## config.mk

```make
export PLATFORM = sky130hd
export DESIGN_NAME = bcd_datetime_to_epoch_seconds_unit
export DESIGN_NICKNAME = d
export VERILOG_FILES = /design/src/rtl/bdte_pkg.sv /design/src/rtl/bdte_bcd_decode.sv /design/src/rtl/bdte_day_count.sv /design/src/rtl/bdte_scale.sv /design/src/rtl/bcd_datetime_to_epoch_seconds_unit.sv
export VERILOG_INCLUDE_DIRS = /design/src /design/src/rtl
export SDC_FILE = /design/constraint.sdc
export NUM_CORES = 1
export LEC_CHECK = 0
export CAP_MARGIN = 20
export CORE_MARGIN = 5
export CORE_UTILIZATION = 45
export DETAILED_ROUTE_END_ITERATION = 6
export DONT_BUFFER_PORTS = 1
export GPL_ROUTABILITY_DRIVEN = 1
export PLACE_DENSITY = 0.6
export SLEW_MARGIN = 20
export SYNTH_ARGS = -nofsm -noshare
export SYNTH_HDL_FRONTEND = slang
export SYNTH_SLANG_ARGS = --single-unit
```

## constraint.sdc

```tcl
create_clock -name aclk -period 7.07 [get_ports aclk]
set_input_delay 0 -clock aclk [delete_from_list [all_inputs] [get_ports aclk]]
set_output_delay 0 -clock aclk [all_outputs]
set_load 0.01 [all_outputs]
```

## src/rtl/bcd_datetime_to_epoch_seconds_unit_macros.svh

```systemverilog
// Assertion macros shared by the date and time conversion unit.
`ifndef BCD_DATETIME_TO_EPOCH_SECONDS_UNIT_MACROS_SVH
`define BCD_DATETIME_TO_EPOCH_SECONDS_UNIT_MACROS_SVH

// Same-cycle implication, checked on every rising clock edge outside reset.
`define BDTE_ASSERT_SAME(label, clk, rst_n, ante, cons, msg) \
    label: assert property (@(posedge clk) disable iff (!rst_n) (ante) |-> (cons)) \
        else $error(msg);

// Next-cycle implication, checked on every rising clock edge outside reset.
`define BDTE_ASSERT_NEXT(label, clk, rst_n, ante, cons, msg) \
    label: assert property (@(posedge clk) disable iff (!rst_n) (ante) |=> (cons)) \
        else $error(msg);

`endif

```

## src/rtl/bdte_pkg.sv

```systemverilog
// Types, constants and the month table of the date and time conversion unit.
package bdte_pkg;

    localparam int unsigned BYTE_W  = 8;
    localparam int unsigned VALUE_W = 7;
    localparam int unsigned DAYS_W  = 16;
    localparam int unsigned HMS_W   = 19;
    localparam int unsigned EPOCH_W = 32;

    localparam logic [16:0] SECS_PER_DAY     = 17'd86400;
    localparam logic [11:0] SECS_PER_HOUR    = 12'd3600;
    localparam logic [5:0]  SECS_PER_MIN     = 6'd60;
    localparam logic [8:0]  DAYS_PER_YEAR    = 9'd365;
    localparam logic [5:0]  YEARS_1970_2000  = 6'd30;
    localparam logic [2:0]  LEAPS_1970_2000  = 3'd7;
    localparam logic [3:0]  BCD_MAX_DIGIT    = 4'd9;
    localparam logic [6:0]  MONTHS           = 7'd12;

    // Decoded reading, one binary value per field.
    typedef struct packed {
        logic               err;
        logic [VALUE_W-1:0] second;
        logic [VALUE_W-1:0] minute;
        logic [VALUE_W-1:0] hour;
        logic [VALUE_W-1:0] day;
        logic [VALUE_W-1:0] month;
        logic [VALUE_W-1:0] year;
    } bdte_fields_t;

    // Whole days since the epoch and the seconds within the day.
    typedef struct packed {
        logic              err;
        logic [DAYS_W-1:0] days;
        logic [HMS_W-1:0]  hms;
    } bdte_partial_t;

    // Days in the year before the first of the given month (0 = January).
    function automatic logic [8:0] month_start_days(input logic [3:0] idx);
        logic [8:0] d;
        unique case (idx)
            4'd0:    d = 9'd0;
            4'd1:    d = 9'd31;
            4'd2:    d = 9'd59;
            4'd3:    d = 9'd90;
            4'd4:    d = 9'd120;
            4'd5:    d = 9'd151;
            4'd6:    d = 9'd181;
            4'd7:    d = 9'd212;
            4'd8:    d = 9'd243;
            4'd9:    d = 9'd273;
            4'd10:   d = 9'd304;
            4'd11:   d = 9'd334;
            default: d = 9'd0;
        endcase
        return d;
    endfunction

endpackage

```

## src/rtl/bdte_bcd_decode.sv

```systemverilog
// Checks the six packed BCD bytes and turns them into binary values.
module bdte_bcd_decode (
    input  logic [7:0]            bcd_second,
    input  logic [7:0]            bcd_minute,
    input  logic [7:0]            bcd_hour,
    input  logic [7:0]            bcd_day,
    input  logic [7:0]            bcd_month,
    input  logic [7:0]            bcd_year,
    output bdte_pkg::bdte_fields_t fields
);
    import bdte_pkg::*;

    function automatic logic bcd_ok(input logic [BYTE_W-1:0] b);
        return (b[3:0] <= BCD_MAX_DIGIT) && (b[7:4] <= BCD_MAX_DIGIT);
    endfunction

    function automatic logic [VALUE_W-1:0] bcd_value(input logic [BYTE_W-1:0] b);
        // Tens times ten is tens times eight plus tens times two.
        return VALUE_W'({3'b000, b[3:0]}) + VALUE_W'({b[7:4], 3'b000})
             + VALUE_W'({2'b00, b[7:4], 1'b0});
    endfunction

    logic digits_ok;

    always_comb begin
        digits_ok = bcd_ok(bcd_second) && bcd_ok(bcd_minute) && bcd_ok(bcd_hour)
                 && bcd_ok(bcd_day) && bcd_ok(bcd_month) && bcd_ok(bcd_year);
        fields.second = bcd_value(bcd_second);
        fields.minute = bcd_value(bcd_minute);
        fields.hour   = bcd_value(bcd_hour);
        fields.day    = bcd_value(bcd_day);
        fields.month  = bcd_value(bcd_month);
        fields.year   = bcd_value(bcd_year);
        fields.err    = !digits_ok || (fields.month == '0) || (fields.month > MONTHS)
                     || (fields.day == '0);
    end

endmodule

```

## src/rtl/bdte_day_count.sv

```systemverilog
// Counts whole days since the epoch and the seconds elapsed within the day.
module bdte_day_count (
    input  bdte_pkg::bdte_fields_t  fields,
    output bdte_pkg::bdte_partial_t partial
);
    import bdte_pkg::*;

    logic [DAYS_W-1:0] year_days;
    logic [DAYS_W-1:0] leap_days;
    logic              leap_this_year;
    logic [3:0]        month_idx;
    logic [DAYS_W-1:0] days;
    logic [HMS_W-1:0]  hms;

    always_comb begin
        year_days = DAYS_W'(DAYS_W'(DAYS_PER_YEAR)
                  * (DAYS_W'(fields.year) + DAYS_W'(YEARS_1970_2000)));
        // Leap years from 2000 up to the year before the current one.
        leap_days = DAYS_W'(LEAPS_1970_2000)
                  + DAYS_W'((VALUE_W'(fields.year) + VALUE_W'(3)) >> 2);
        // The current year's leap day only counts once February is over.
        leap_this_year = (fields.year[1:0] == 2'b00) && (fields.month > VALUE_W'(2));
        month_idx = 4'(fields.month - VALUE_W'(1));
        days = year_days + leap_days + DAYS_W'(leap_this_year)
             + DAYS_W'(month_start_days(month_idx))
             + DAYS_W'(fields.day) - DAYS_W'(1);
        hms = HMS_W'(HMS_W'(fields.hour) * HMS_W'(SECS_PER_HOUR))
            + HMS_W'(HMS_W'(fields.minute) * HMS_W'(SECS_PER_MIN))
            + HMS_W'(fields.second);

        partial.err  = fields.err;
        partial.days = fields.err ? '0 : days;
        partial.hms  = fields.err ? '0 : hms;
    end

endmodule

```

## src/rtl/bdte_scale.sv

```systemverilog
// Scales whole days to seconds and adds the seconds within the day.
module bdte_scale (
    input  bdte_pkg::bdte_partial_t partial,
    output logic [31:0]             epoch_seconds
);
    import bdte_pkg::*;

    // An error has already cleared days and seconds, so the sum is zero.
    assign epoch_seconds = EPOCH_W'(EPOCH_W'(partial.days) * EPOCH_W'(SECS_PER_DAY))
                         + EPOCH_W'(partial.hms);

endmodule

```

## src/rtl/bcd_datetime_to_epoch_seconds_unit.sv

```systemverilog
// Converts a BCD clock reading (2000 to 2099) into seconds since 1970-01-01 00:00:00.
//
// Input channel s_: one word per reading, six packed BCD bytes (second, minute,
// hour, day, month, two-digit year), taken when s_valid and s_ready are high.
// Result channel m_: one word per reading, m_epoch_seconds and m_field_error,
// taken when m_valid and m_ready are high. A bad BCD digit, a month outside
// 1 to 12 or a day of zero gives m_field_error high and a zero count.
//
// The word passes an input register, a register holding day count and
// seconds within the day, and the result register, in that order. One word
// is taken in every cycle while the result channel does not stall; the day to
// seconds multiplication sits alone between the middle and result registers.
//
// Each stage takes a new word whenever it is empty or its word moves on, so
// a stalled receiver fills the three stages before s_ready falls, and words
// held in the stages wait unchanged until m_ready returns.
// A synchronous reset (aresetn low) empties all three stages at once.
module bcd_datetime_to_epoch_seconds_unit (
    input  logic        aclk,
    input  logic        aresetn,
    input  logic        s_valid,
    output logic        s_ready,
    input  logic [7:0]  s_bcd_second,
    input  logic [7:0]  s_bcd_minute,
    input  logic [7:0]  s_bcd_hour,
    input  logic [7:0]  s_bcd_day,
    input  logic [7:0]  s_bcd_month,
    input  logic [7:0]  s_bcd_year,
    output logic        m_valid,
    input  logic        m_ready,
    output logic [31:0] m_epoch_seconds,
    output logic        m_field_error
);
    import bdte_pkg::*;

    `include "bcd_datetime_to_epoch_seconds_unit_macros.svh"

    logic                 in_valid_reg;
    logic [BYTE_W-1:0]    second_reg, minute_reg, hour_reg, day_reg, month_reg, year_reg;
    logic                 mid_valid_reg;
    bdte_partial_t        mid_reg;
    logic                 out_valid_reg;
    logic [EPOCH_W-1:0]   epoch_reg;
    logic                 error_reg;

    bdte_fields_t         fields;
    bdte_partial_t        mid_next;
    logic [EPOCH_W-1:0]   epoch_next;

    logic                 out_ready;
    logic                 mid_ready;

    assign out_ready = !out_valid_reg || m_ready;
    assign mid_ready = !mid_valid_reg || out_ready;
    assign s_ready   = !in_valid_reg || mid_ready;

    bdte_bcd_decode u_decode (
        .bcd_second (second_reg),
        .bcd_minute (minute_reg),
        .bcd_hour   (hour_reg),
        .bcd_day    (day_reg),
        .bcd_month  (month_reg),
        .bcd_year   (year_reg),
        .fields     (fields)
    );

    bdte_day_count u_day_count (
        .fields  (fields),
        .partial (mid_next)
    );

    bdte_scale u_scale (
        .partial       (mid_reg),
        .epoch_seconds (epoch_next)
    );

    // Input register.
    always_ff @(posedge aclk) begin
        if (!aresetn) begin
            in_valid_reg <= 1'b0;
        end else if (s_ready) begin
            in_valid_reg <= s_valid;
        end
        if (s_valid && s_ready) begin
            second_reg <= s_bcd_second;
            minute_reg <= s_bcd_minute;
            hour_reg   <= s_bcd_hour;
            day_reg    <= s_bcd_day;
            month_reg  <= s_bcd_month;
            year_reg   <= s_bcd_year;
        end
    end

    // Day count and seconds within the day.
    always_ff @(posedge aclk) begin
        if (!aresetn) begin
            mid_valid_reg <= 1'b0;
        end else if (mid_ready) begin
            mid_valid_reg <= in_valid_reg;
        end
        if (in_valid_reg && mid_ready) begin
            mid_reg <= mid_next;
        end
    end

    // Result register.
    always_ff @(posedge aclk) begin
        if (!aresetn) begin
            out_valid_reg <= 1'b0;
        end else if (out_ready) begin
            out_valid_reg <= mid_valid_reg;
        end
        if (mid_valid_reg && out_ready) begin
            epoch_reg <= epoch_next;
            error_reg <= mid_reg.err;
        end
    end

    assign m_valid         = out_valid_reg;
    assign m_epoch_seconds = epoch_reg;
    assign m_field_error   = error_reg;

    `BDTE_ASSERT_SAME(a_error_gives_zero, aclk, aresetn, m_valid && m_field_error, m_epoch_seconds == '0, "flagged word carries a non-zero count")
    `BDTE_ASSERT_NEXT(a_input_loads, aclk, aresetn, s_valid && s_ready, in_valid_reg, "accepted word missing from input register")
    `BDTE_ASSERT_NEXT(a_mid_advances, aclk, aresetn, mid_valid_reg && out_ready, m_valid, "middle stage word lost on its way to the result register")
    `BDTE_ASSERT_NEXT(a_input_holds, aclk, aresetn, in_valid_reg && !mid_ready, in_valid_reg && $stable(day_reg) && $stable(month_reg), "stalled input register changed")

endmodule

```

=== After elaboration in Yosys (flattened, before gate mapping) ===
Memory sizes are Yosys's and may differ from the RTL's.
Cells that the tools add are included.

* Register bits after elaboration: 120
* Bits in read-only memories: 144
* Input bits: 52
* Output and inout bits: 35
* Word-level logic and storage cells: 85
* Memories: 1

{| class="wikitable"
|+ Memories
! memory !! words !! bits a word !! read ports !! clocked after Yosys merged registers in !! write ports !! RTL line !! text
|-
| (name not given) || 16 || 9 || 1 || 0 || 0 || bdte_pkg.sv:40 || <nowiki>unique case (idx)</nowiki>
|}

* Add/subtract/negate cells: 24
* Multiply operators: 4
* $lt $le $gt $ge: 14
* Reduce and logical (&&, ||, !) cells: 28

{| class="wikitable"
|+ Operators by type and width
! cell !! number
|-
| 4-bit <= comparator (second input constant) || 12
|-
| 4-bit by 7-bit adder with 7-bit output || 6
|-
| 7-bit by 5-bit adder with 7-bit output || 6
|-
| 32-bit by 19-bit adder with 32-bit output || 1
|-
| 16-bit by 10-bit multiplier with 25-bit output (second input constant) || 1
|-
| 19-bit by 13-bit adder with 19-bit output || 1
|-
| 19-bit by 7-bit adder with 19-bit output || 1
|-
| 16-bit by 1-bit adder with 16-bit output || 1
|-
| 16-bit adder || 1
|-
| 16-bit by 7-bit adder with 16-bit output || 1
|-
| 16-bit by 9-bit adder with 16-bit output || 1
|-
| 9-bit by 16-bit multiplier with 16-bit output (first input constant) || 1
|-
| 16-bit by 1-bit subtractor with 16-bit output (second input constant) || 1
|-
| 3-bit by 14-bit adder with 15-bit output (first input constant) || 1
|-
| 1-bit logical AND || 15
|-
| 7-bit by 8-bit multiplier with 15-bit output (second input constant) || 1
|-
| 7-bit zero test || 2
|-
| 7-bit by 4-bit multiplier with 11-bit output (second input constant) || 1
|-
| 7-bit by 2-bit adder with 8-bit output (second input constant) || 1
|-
| 7-bit by 5-bit adder with 8-bit output (second input constant) || 1
|-
| 7-bit by 2-bit > comparator with 1-bit output (second input constant) || 1
|-
| 7-bit by 4-bit > comparator with 1-bit output (second input constant) || 1
|-
| 1-bit logical OR || 6
|-
| 1-bit zero test || 4
|-
| 2 further kinds || 2
|}

=== Logic depth before layout (Yosys ltp) ===
Gate-level depths: netlist of the first run.

* Word-level depth: 11
* Gate-level depth with buffers: 31
* Mapped depth without buffers: 30

=== By module ===
From an unflattened synthesis of the first run, not the netlist that was laid out.

* Cells, all modules: 1340
* Area, all modules: 13954.6 µm²

{| class="wikitable"
|+ By module, submodules not included
! module !! instances !! cells each !! area an instance (µm²)
|-
| bdte_day_count || 1 || 599 || 5091.1
|-
| bdte_scale || 1 || 471 || 3906.2
|-
| bcd_datetime_to_epoch_seconds_unit || 1 || 130 || 3651.0
|-
| bdte_bcd_decode || 1 || 140 || 1306.3
|}

=== Least setup slack after synthesis of the first run ===
OpenSTA, ideal clock, no wires.

* Path kind: flip-flop to flip-flop
* Start point: register year_reg[3]
* End point: register mid_reg[33] (netlist name) (data pin)
* Setup time: 0.266 ns
* Data arrival time: 6.395 ns
* Slack: 0.409 ns
* Cell stages (with the launch flop): 31
* Path through: edfxtp_1 inv_1 fa_1 inv_1 fa_1 xnor2_1 or3_1 clkbuf_1 nand2_1 and3_1 nor2_1 o21ai_1 nand2_1 a21oi_1 fa_1 inv_1 fa_1 inv_1 fa_1 fa_1 inv_1 ha_1 o21ai_0 a21boi_0 o21ai_0 a21oi_1 o21ai_0 a21oi_1 o41ai_1 xor2_1 nor2_1

* Cells in the longest elaborated chain, start to end: 9
* Elaborated cells on any way between the ends: 18
* Classes of those cells: add/sub: 10; mul: 1; order compare: 1; reduce/logical: 6

{| class="wikitable"
|+ RTL lines
! element !! RTL line !! text
|-
| from (decl) || bcd_datetime_to_epoch_seconds_unit.sv:39 || <nowiki>logic [BYTE_W-1:0] second_reg, minute_reg, hour_reg, day_reg, month_reg, year_reg;</nowiki>
|-
| from (signal assigned) || bcd_datetime_to_epoch_seconds_unit.sv:90 || <nowiki>year_reg <= s_bcd_year;</nowiki>
|-
| 4-bit by 7-bit adder with 7-bit output || bdte_bcd_decode.sv:19 || <nowiki>return VALUE_W'({3'b000, b[3:0]}) + VALUE_W'({b[7:4], 3'b000})</nowiki>
|-
| 7-bit by 5-bit adder with 7-bit output || bdte_bcd_decode.sv:20 || <nowiki>+ VALUE_W'({2'b00, b[7:4], 1'b0});</nowiki>
|-
| 7-bit by 5-bit adder with 8-bit output or 7-bit by 2-bit adder with 8-bit output (tied branches) || bdte_day_count.sv:17, bdte_day_count.sv:20 ||
|-
| 9-bit by 16-bit multiplier with 16-bit output or 3-bit by 14-bit adder with 15-bit output (tied branches) || bdte_day_count.sv:17, bdte_day_count.sv:20 ||
|-
| 16-bit adder || bdte_day_count.sv:24 || <nowiki>days = year_days + leap_days + DAYS_W'(leap_this_year)</nowiki>
|-
| 16-bit by 1-bit adder with 16-bit output || bdte_day_count.sv:24 ||
|-
| 16-bit by 9-bit adder with 16-bit output || bdte_day_count.sv:25 || <nowiki>+ DAYS_W'(month_start_days(month_idx))</nowiki>
|-
| 16-bit by 7-bit adder with 16-bit output || bdte_day_count.sv:26 || <nowiki>+ DAYS_W'(fields.day) - DAYS_W'(1);</nowiki>
|-
| 16-bit by 1-bit subtractor with 16-bit output || bdte_day_count.sv:26 ||
|-
| to (signal assigned) || bcd_datetime_to_epoch_seconds_unit.sv:102 || <nowiki>mid_reg <= mid_next;</nowiki>
|-
| to (decl) || bcd_datetime_to_epoch_seconds_unit.sv:41 || <nowiki>bdte_partial_t mid_reg;</nowiki>
|}

Several ways; a longest one is shown, not always the timed one.
A chain may end at the register's enable or synchronous reset.

=== Worst setup path in the final report of the first run ===
Same ends and word-level chain as after synthesis.

==> qor.txt, run 1 <==
First-pass GRT wire length = 43.2 mm
Skew-Pair Late Insertion Delay = 440 ps
Fin cells = 1788
Critical path type = flip-flop to flip-flop
Die Y = 183 um
Initial antenna violation count = 0
# IOs = 87
Worst Tran Pin Value = 1030 ps
Synth cell types = 66
CTS clk-pin slew, worst paths = 70 ps
Flop and latch count out of synthesis = 120
Max Buffers Root-to-Sink = 2
Wirelength per Cell = 14.2 um
Status = complete, no violations
Post-placement cell count = 1704
Post-Syn Area per Cell = 10.3 um2
RSZ-0062 raised after global routing = no
Starting density of the core = 0.455
Synth top area share = 0.261
DPL Wire Length = 20.3 mm
Final setup fails = 0
Crit Path Max Fanout = 6
Max reg flops = 36
Worst Setup End Kind = flip-flop
Min-Delay Path Class = primary input to flip-flop
Period minus WS final = 6670 ps
Antenna-violating nets left = 0
Layout area overhead = 13.2%
Via Count = 8782
Hold Vio Cnt, Final = 0
Setup TNS Final = 0 ps
Syn Nets = 1724
1st-pass router iterations = 5
IO Port Bufs = 0
Largest net degree at the start of global routing = 41
Die X = 183 um
Max-slew violation count = 0
Total track usage = 0.157
Tcrit/Tclk final = 0.944
Top_reg_cell synth = edfxtp_1
Max incr delay on CP = 590 ps
Nets = 1806
Max_cap viols = 0
Most frequent cell on the critical path = fa_1
Via count of the first global-routing pass = 9033
Rows = 63
Core ar. = 0.0296 mm2
Syn Inst Count = 1303
Gpl congestion = 0.892
CTS tree = built
Clock Sinks = 120
Root Driver = clkbuf_16
H-tree depth = 4
DRC = 0
Cts bufs inserted = 17
Clk_skew = 27.7 ps
Area of the mapped netlist = 0.0134 mm2
M2 GR Usage = 0.273
GR peak layer = met2
Total gr overflow = 0
Drt initial violations = 334
Crit path arrival time = 6830 ps
Synth area leader = edfxtp_1
Post-synth EDFFs = 117
Fill cells = 2638
WL final = 25.4 mm
DIE AREA = 0.0334 mm2
GR Util met3 = 0.0266
Type of origin of the critical path = flip-flop
Met1 usage = 0.207
Share of post-route cells with drive strength above 1 = 0.0565
Antenna Cells = 0
Slowest CP cell = fa_1
Synth area leaders = edfxtp_1 26%, ha_1 24%, fa_1 17%
Seq/Total Area, Yosys = 0.266
Slew headroom = 0.315
Post-synthesis async set-or-reset flop share = 0
Warnings from Yosys = 0
Fmax = 150 MHz
Worst EP required = 7230 ps
Vias per cell = 4.91
==> cell usage in the layout (no fill, tap or decap), drive strengths merged, types with 4 or more instances in the layout <==
| cell type | netlist | routed |
|---|---|---|
| mux2i | 4 | 4 |
| a21oi | 69 | 69 |
| o41ai | 4 | 4 |
| dlygate4sd3 | 0 | 52 |
| o21a | 8 | 8 |
| or3 | 8 | 8 |
| inv | 278 | 284 |
| edfxtp | 117 | 117 |
| nand4 | 9 | 9 |
| nor2b | 10 | 10 |
| a31oi | 6 | 6 |
| ha | 258 | 258 |
| a21o | 28 | 28 |
| o21bai | 8 | 8 |
| nand2b | 9 | 9 |
| xor2 | 36 | 36 |
| buf | 1 | 19 |
| o21ai | 50 | 50 |
| clkinv | 0 | 5 |
| xnor2 | 77 | 77 |
| and3 | 8 | 8 |
| a211oi | 6 | 6 |
| nor2 | 72 | 72 |
| nor3 | 21 | 21 |
| nor3b | 4 | 4 |
| nand2 | 36 | 36 |
| fa | 111 | 111 |
| clkbuf | 7 | 17 |
| nand3 | 16 | 16 |
==> layer usage <==
layer | up-vias | wire length, um | share of wire
met2 | 140 | 12300 | 0.49
met3 | 17 | 772 | 0.030
li1 | 4537 | - | -
met5 | - | 0 | 0
met1 | 4088 | 12000 | 0.47
met4 | 0 | 248 | 0.0098
==> per-stage QoR <==
stage | util | instance area, um2 | worst slack [ps] | hold WS, ps
2_1_floorplan | - | 13400 | 409 | 98.9
3_3_place_gp | 0.476 | 14100 | 150 | 98.9
3_5_place_dp | 0.476 | 14100 | 47.7 | 98.9
4_1_cts | 0.514 | 15200 | 5.84 | 158
5_1_grt | 0.515 | 15200 | 30.5 | 171
6_report | 0.515 | 15200 | 399 | 182
==> logic make-up after synthesis <==
family                   Yosys count  share of synthesized area
AO/OA/AOI/OAI                    201                     0.0935
XOR/XNOR                         113                     0.0736
adder cells (fa/ha/maj)          369                      0.405
buffers and inverters            286                     0.0804
flip-flops                       120                      0.266
multiplexers                       5                    0.00381
other                              1                   0.000279
AND/OR/NAND/NOR                  208                     0.0775
==> worst max-delay path: cells and delay by family (launching register included) <==
kind                     cells  cell delay, ps
adder cells (fa/ha/maj)      7            3260
AO/OA/AOI/OAI                9            1270
AND/OR/NAND/NOR              7            1020
flip-flops                   1             350
buffers and inverters        5             330
XOR/XNOR                     1             170
==> cells in the mapped netlist (3+ instances only) <==
cell / count
xnor2_1: 77
nor3b_1: 4
o21ai_1: 6
or2_2: 3
nor3_1: 20
edfxtp_1: 117
o221ai_1: 3
o21a_1: 7
nor2b_1: 10
nand3_1: 16
nand2b_1: 9
inv_1: 278
a21oi_1: 68
fa_1: 111
a21boi_0: 3
o21ai_0: 43
a21o_1: 28
mux2i_1: 4
and3_1: 8
or3_1: 7
dfxtp_1: 3
nor2_1: 72
a211oi_1: 6
o21bai_1: 7
a31oi_1: 5
xor2_1: 36
nand2_1: 34
nand4_1: 8
o41ai_1: 4
ha_1: 258
clkbuf_1: 7
==> final timing paths <==
| kind | start | end | slack [ps] | depth (start not counted) |
|---|---|---|---|---|
| max | year_reg[3]$_DFFE_PP_ | mid_reg[33]$_SDFFCE_PP0P_ | 400 | 29 |
| min | s_bcd_day[6] | day_reg[6]$_DFFE_PP_ | 180 | 1 |
| max reg2reg | year_reg[3]$_DFFE_PP_ | mid_reg[33]$_SDFFCE_PP0P_ | 400 | 29 |
| min reg2reg | mid_reg[2]$_SDFFCE_PP0P_ | m_epoch_seconds[2]$_DFFE_PP_ | 420 | 0 |
==> cell type report <==
class / instances / area [um2] / area share
Sequential cell: 120 / 3570 / 0.235
Clock buffer: 17 / 425 / 0.0279
Clock inverter: 15 / 166 / 0.0109
Multi-Input combinational cell: 897 / 8870 / 0.582
Inverter: 278 / 1040 / 0.0685
Timing Repair Buffer: 71 / 663 / 0.0435
Tap cell: 390 / 488 / 0.0320
==> repair_timing <==
item | in CTS | in global routing
setup endpoints to repair | 0 | 3
endpoints found under the hold margin | 59 | 0
buffers inserted | 0 | 0
hold buffers | 52 | 0
gates resized for setup | 0 | 13
Power of run 1 is left out: the tool's default activity adds up to more than one toggle a clock period on the data nets, which glitch-free logic cannot reach.
==> run 2, diff against run 1 <==
Settings changed: ABC_AREA set to 1.
==> run 2 against run 1 <==
  * Register-to-register slack better by 150 ps
  * First-iteration DRC count is 19% higher
  * Synthesized cell count is 23% higher
  * Wire length is 13% higher
  * Critical path type unchanged
  * Critical path depth is 2 lower
  * Non-clock buffer count is 15 lower
  * Via count is 16% higher
  * Flip-flop and latch count stayed put
==> qor.txt, run 2 <==
Status = complete, no violations
WL final = 28.8 mm
Nets = 2102
Share of post-route cells with drive strength above 1 = 0.0567
Seq/Total Area, Yosys = 0.250
Setup TNS Final = 0 ps
CTS tree = built
Area of the mapped netlist = 0.0143 mm2
Post-CTS Setup Bufs = 0
Core ar. = 0.0315 mm2
Slew headroom = 0.351
Initial antenna violation count = 0
Largest net degree at the start of global routing = 49
Synth top area share = 0.246
Antenna-violating nets left = 0
1st-pass router iterations = 5
Most common cell after layout, fill and taps aside = inv_1
Warnings from Yosys = 0
Cts bufs inserted = 17
Most common cell in the netlist = inv_1
Die X = 188 um
Period minus WS final = 6520 ps
Worst Setup End Kind = flip-flop
Top_reg_cell synth = edfxtp_1
Synth top cells by count = 385 x inv_1, 258 x ha_1, 247 x nand2_1
CTS clk-pin slew, worst paths = 60 ps
IO Port Bufs = 0
Hold Path Depth = 1
Post-Syn Area per Cell = 8.89 um2
Total gr overflow = 0
Worst Tran Pin Value = 972 ps
First-pass GRT wire length = 49.5 mm
Hold wc startpoint = s_bcd_day[1]
Synth cell types = 48
Most frequent cell on the critical path = inv_1
Syn Nets = 2029
Worst R2R End = mid_reg[31]$_SDFFCE_PP0P_
Via Count = 10200
Clk_skew = 10.3 ps
RSZ-0062 raised after global routing = no
Flop2flop setup slack = 550 ps
Hold Vio Cnt, Final = 0
# IOs = 87
H-tree depth = 4
Slowest CP cell = fa_1
Post-synth EDFFs = 117
Hold buffer count at CTS = 53
Layout area overhead = 11.6%
Syn Inst Count = 1608
DIE AREA = 0.0354 mm2
Via count of the first global-routing pass = 10500
Crit path arrival time = 6830 ps
Synth area leaders = edfxtp_1 25%, ha_1 23%, fa_1 16%
Root Driver = clkbuf_16
Worst EP required = 7380 ps
Max_cap viols = 0
Fmax = 153 MHz
Buf/Inv on CP = 10
Crit Path Max Fanout = 7
Type of origin of the critical path = flip-flop
Critical Path Source = year_reg[6]$_DFFE_PP_
Critical path type = flip-flop to flip-flop
Clock Sinks = 120
Post-synthesis async set-or-reset flop share = 0
Min-Delay Path Class = primary input to flip-flop
Rows = 65
Max reg flops = 36
Synth area leader = edfxtp_1
Wirelength per Cell = 13.7 um
DRC = 0
RR Startpoint = year_reg[6]$_DFFE_PP_
Antenna Cells = 0
Post-CTS Resized = 0
Fill cells = 2901
Max Buffers Root-to-Sink = 2
DPL Wire Length = 23.8 mm
Fin cells = 2096
CP top delay family = adder cells
Total track usage = 0.169
Tcrit/Tclk final = 0.922
Flop and latch count out of synthesis = 120
Skew-Pair Late Insertion Delay = 430 ps
Drt initial violations = 396
Max-slew violation count = 0
Max incr delay on CP = 630 ps
Reg2reg path depth = 27
Vias per cell = 4.85
Most frequent cells in the layout = 384 x inv_1, 258 x ha_1, 247 x nand2_1
Post-placement cell count = 2011
Final setup fails = 0
Die Y = 188 um
End of the worst hold path = day_reg[1]$_DFFE_PP_
Gpl congestion = 0.891
Starting density of the core = 0.454
-- run 2: layout make-up --
| cell class | count | area, um2 | share of cell area |
|---|---|---|---|
| Clock buffer | 18 | 429 | 0.0269 |
| Clock inverter | 14 | 163 | 0.0102 |
| Inverter | 395 | 1480 | 0.0930 |
| Multi-Input combinational cell | 1091 | 9240 | 0.580 |
| Sequential cell | 120 | 3570 | 0.224 |
| Tap cell | 402 | 503 | 0.0315 |
| Timing Repair Buffer | 56 | 553 | 0.0347 |
-- run 2: worst max-delay path by stage --
stage | end | slack (ps) | cells past startpoint
4_1_cts | mid_reg[31]$_SDFFCE_PP0P_ | 520 | 27
3_5_place_dp | mid_reg[31]$_SDFFCE_PP0P_ | 530 | 26
6_report | mid_reg[31]$_SDFFCE_PP0P_ | 550 | 27
5_1_grt | mid_reg[31]$_SDFFCE_PP0P_ | 40 | 28
3_3_place_gp | mid_reg[31]$_SDFFCE_PP0P_ | 580 | 26
2_1_floorplan | mid_reg[31]$_SDFFCE_PP0P_ | 830 | 25
-- run 2: logic make-up (layout without fill, tap and decap cells) --
logic type	Yosys count	in the layout	synth area share
xor+xnor	84	84	0.0541
other cells	1	1	0.000262
fa+ha+maj	369	369	0.381
simple gates	464	464	0.142
compound gates	173	173	0.0682
buf+inv	397	483	0.104
flops	120	120	0.250
-- run 2: routing by layer --
metal | part of all wire | global-route usage | wire (um)
met5 | 0 | 0 | 0
met4 | 0.017 | 0.0432 | 480
met3 | 0.033 | 0.0289 | 956
met2 | 0.49 | 0.293 | 14000
met1 | 0.46 | 0.218 | 13300
-- run 2: stage by stage --
step                hold WS [ps]  setup WS [ps]   util  cell area (um2)
finish                       193            550  0.507            15900
global route                 177           40.3  0.507            15900
CTS                          168            518  0.507            15900
detailed placement          98.9            534  0.471            14800
global placement            98.9            582  0.471            14800
floorplan                   98.9            826      -            14300
Power of run 2 is left out for the same reason.
==> run 3, diff against run 2 <==
Settings changed: RECOVER_POWER set to 100.
==> run 3 against run 2 <==
  * Register-to-register slack worse by 20 ps
  * Largest cell class unchanged
  * Worst setup slack worse by 20 ps
  * Cell count stayed put
  * Critical path depth is 3 lower
  * Wire length hardly changed
  * Critical endpoint is now mid_reg[33]$_SDFFCE_PP0P_
  * The flow now finishes with violations (max-capacitance violations, max-slew violations)
==> qor.txt, run 3 (same netlist as run 2, synthesis figures left out) <==
# IOs = 87
Core ar. = 0.0315 mm2
End of the worst hold path = year_reg[5]$_DFFE_PP_
Max_cap viols = 3
IO Port Bufs = 0
Post-placement cell count = 2011
Max Buffers Root-to-Sink = 2
Worst Tran Pin Value = 2090 ps
Min-Delay Path Class = primary input to flip-flop
Status = complete, but fails checks
Setup TNS Final = 0 ps
Clock Sinks = 120
Final setup fails = 0
Vias per cell = 4.84
CTS tree = built
Max incr delay on CP = 560 ps
Via Count = 10200
Antenna-violating nets left = 0
Most frequent cells in the layout = 385 x inv_1, 258 x ha_1, 248 x nand2_1
Hold wc startpoint = s_bcd_year[5]
Via count of the first global-routing pass = 10500
Crit path arrival time = 6680 ps
Total gr overflow = 0
Buf/Inv on CP = 7
Skew-Pair Late Insertion Delay = 430 ps
Flop2flop setup slack = 530 ps
Fill cells = 2912
Period minus WS final = 6540 ps
Fin cells = 2096
Hold buffer count at CTS = 53
Worst slack at placement = 534 ps
Type of origin of the critical path = flip-flop
Cts bufs inserted = 17
Die X = 188 um
Max-slew violation count = 120
Most frequent cell on the critical path = inv_1
Post-CTS Resized = 0
Max reg flops = 36
Nets = 2102
DPL Wire Length = 23.8 mm
H-tree depth = 4
Root Driver = clkbuf_16
Worst R2R End = mid_reg[33]$_SDFFCE_PP0P_
Register area = 0.00357 mm2
Gpl congestion = 0.891
Crit Path Max Fanout = 5
Largest net degree at the start of global routing = 49
Tcrit/Tclk final = 0.925
Starting density of the core = 0.454
Critical path type = flip-flop to flip-flop
Most common cell after layout, fill and taps aside = inv_1
CP top delay family = adder cells
Hold Path Depth = 1
Share of post-route cells with drive strength above 1 = 0.0484
Slowest CP cell = fa_1
Die Y = 188 um
RSZ-0062 raised after global routing = no
WL final = 28.7 mm
1st-pass router iterations = 5
Post-CTS Setup Bufs = 0
Wirelength per Cell = 13.7 um
Total track usage = 0.169
Layout area overhead = 11.2%
Rows = 65
RR Startpoint = year_reg[6]$_DFFE_PP_
CTS clk-pin slew, worst paths = 60 ps
Drt initial violations = 402
Fmax = 153 MHz
Hold Vio Cnt, Final = 0
First-pass GRT wire length = 49.5 mm
Slew headroom = -0.390
Crit-path cells = inv_1 -> fa_1 -> inv_1 -> fa_1 -> inv_1 -> nand3_1 -> o21ai_1 -> xor2_2 -> inv_1 -> ha_1 -> xnor2_1 -> xor2_1 -> fa_1 -> inv_1 -> fa_1 -> inv_1 -> fa_1 -> inv_1 -> ha_1 -> nand2_1 -> o21a_1 -> o311ai_0 -> nand2_1 -> nor3b_1
Antenna Cells = 0
Post-route setup slack = 531 ps
Worst Setup End Kind = flip-flop
Reg2reg path depth = 24
Clk_skew = 10.3 ps
Initial antenna violation count = 0
DRC = 0
Area of the multi-input gates = 0.00920 mm2
DIE AREA = 0.0354 mm2
Violated checks = max-capacitance violations, max-slew violations
Worst EP required = 7210 ps
## run 3: cell type report
type,count,area share
clock buffers,18,0.0270
clock inverters,14,0.0102
inverters,395,0.0933
multi-input cells,1091,0.579
flip-flops and latches,120,0.225
repair buffers,56,0.0343
well taps,402,0.0316
## run 3: per-stage QoR
stage | utilization | area, um2 | hold slack [ps]
after CTS | 0.507 | 15900 | 168
final | 0.505 | 15900 | 194
after floorplan | - | 14300 | 98.9
after global placement | 0.471 | 14800 | 98.9
after detailed placement | 0.471 | 14800 | 98.9
after global routing | 0.505 | 15900 | 177
## run 3: metal layers
metal | share of wire | routed length (um) | global-route usage
met1 | 0.47 | 13500 | 0.218
met2 | 0.48 | 13900 | 0.293
met3 | 0.032 | 929 | 0.0289
met4 | 0.017 | 479 | 0.0432
met5 | 0 | 0 | 0
## run 3: how the worst max path moves through the flow
stage / from / to / slack (ps) / depth (start not counted)
global placement: year_reg[3]$_DFFE_PP_ / mid_reg[31]$_SDFFCE_PP0P_ / 580 / 26
CTS: year_reg[3]$_DFFE_PP_ / mid_reg[31]$_SDFFCE_PP0P_ / 520 / 27
global route: year_reg[6]$_DFFE_PP_ / mid_reg[31]$_SDFFCE_PP0P_ / 30 / 28
detailed placement: year_reg[3]$_DFFE_PP_ / mid_reg[31]$_SDFFCE_PP0P_ / 530 / 26
floorplan: year_reg[3]$_DFFE_PP_ / mid_reg[31]$_SDFFCE_PP0P_ / 830 / 25
finish: year_reg[6]$_DFFE_PP_ / mid_reg[33]$_SDFFCE_PP0P_ / 530 / 24
Power of run 3 is left out for the same reason.
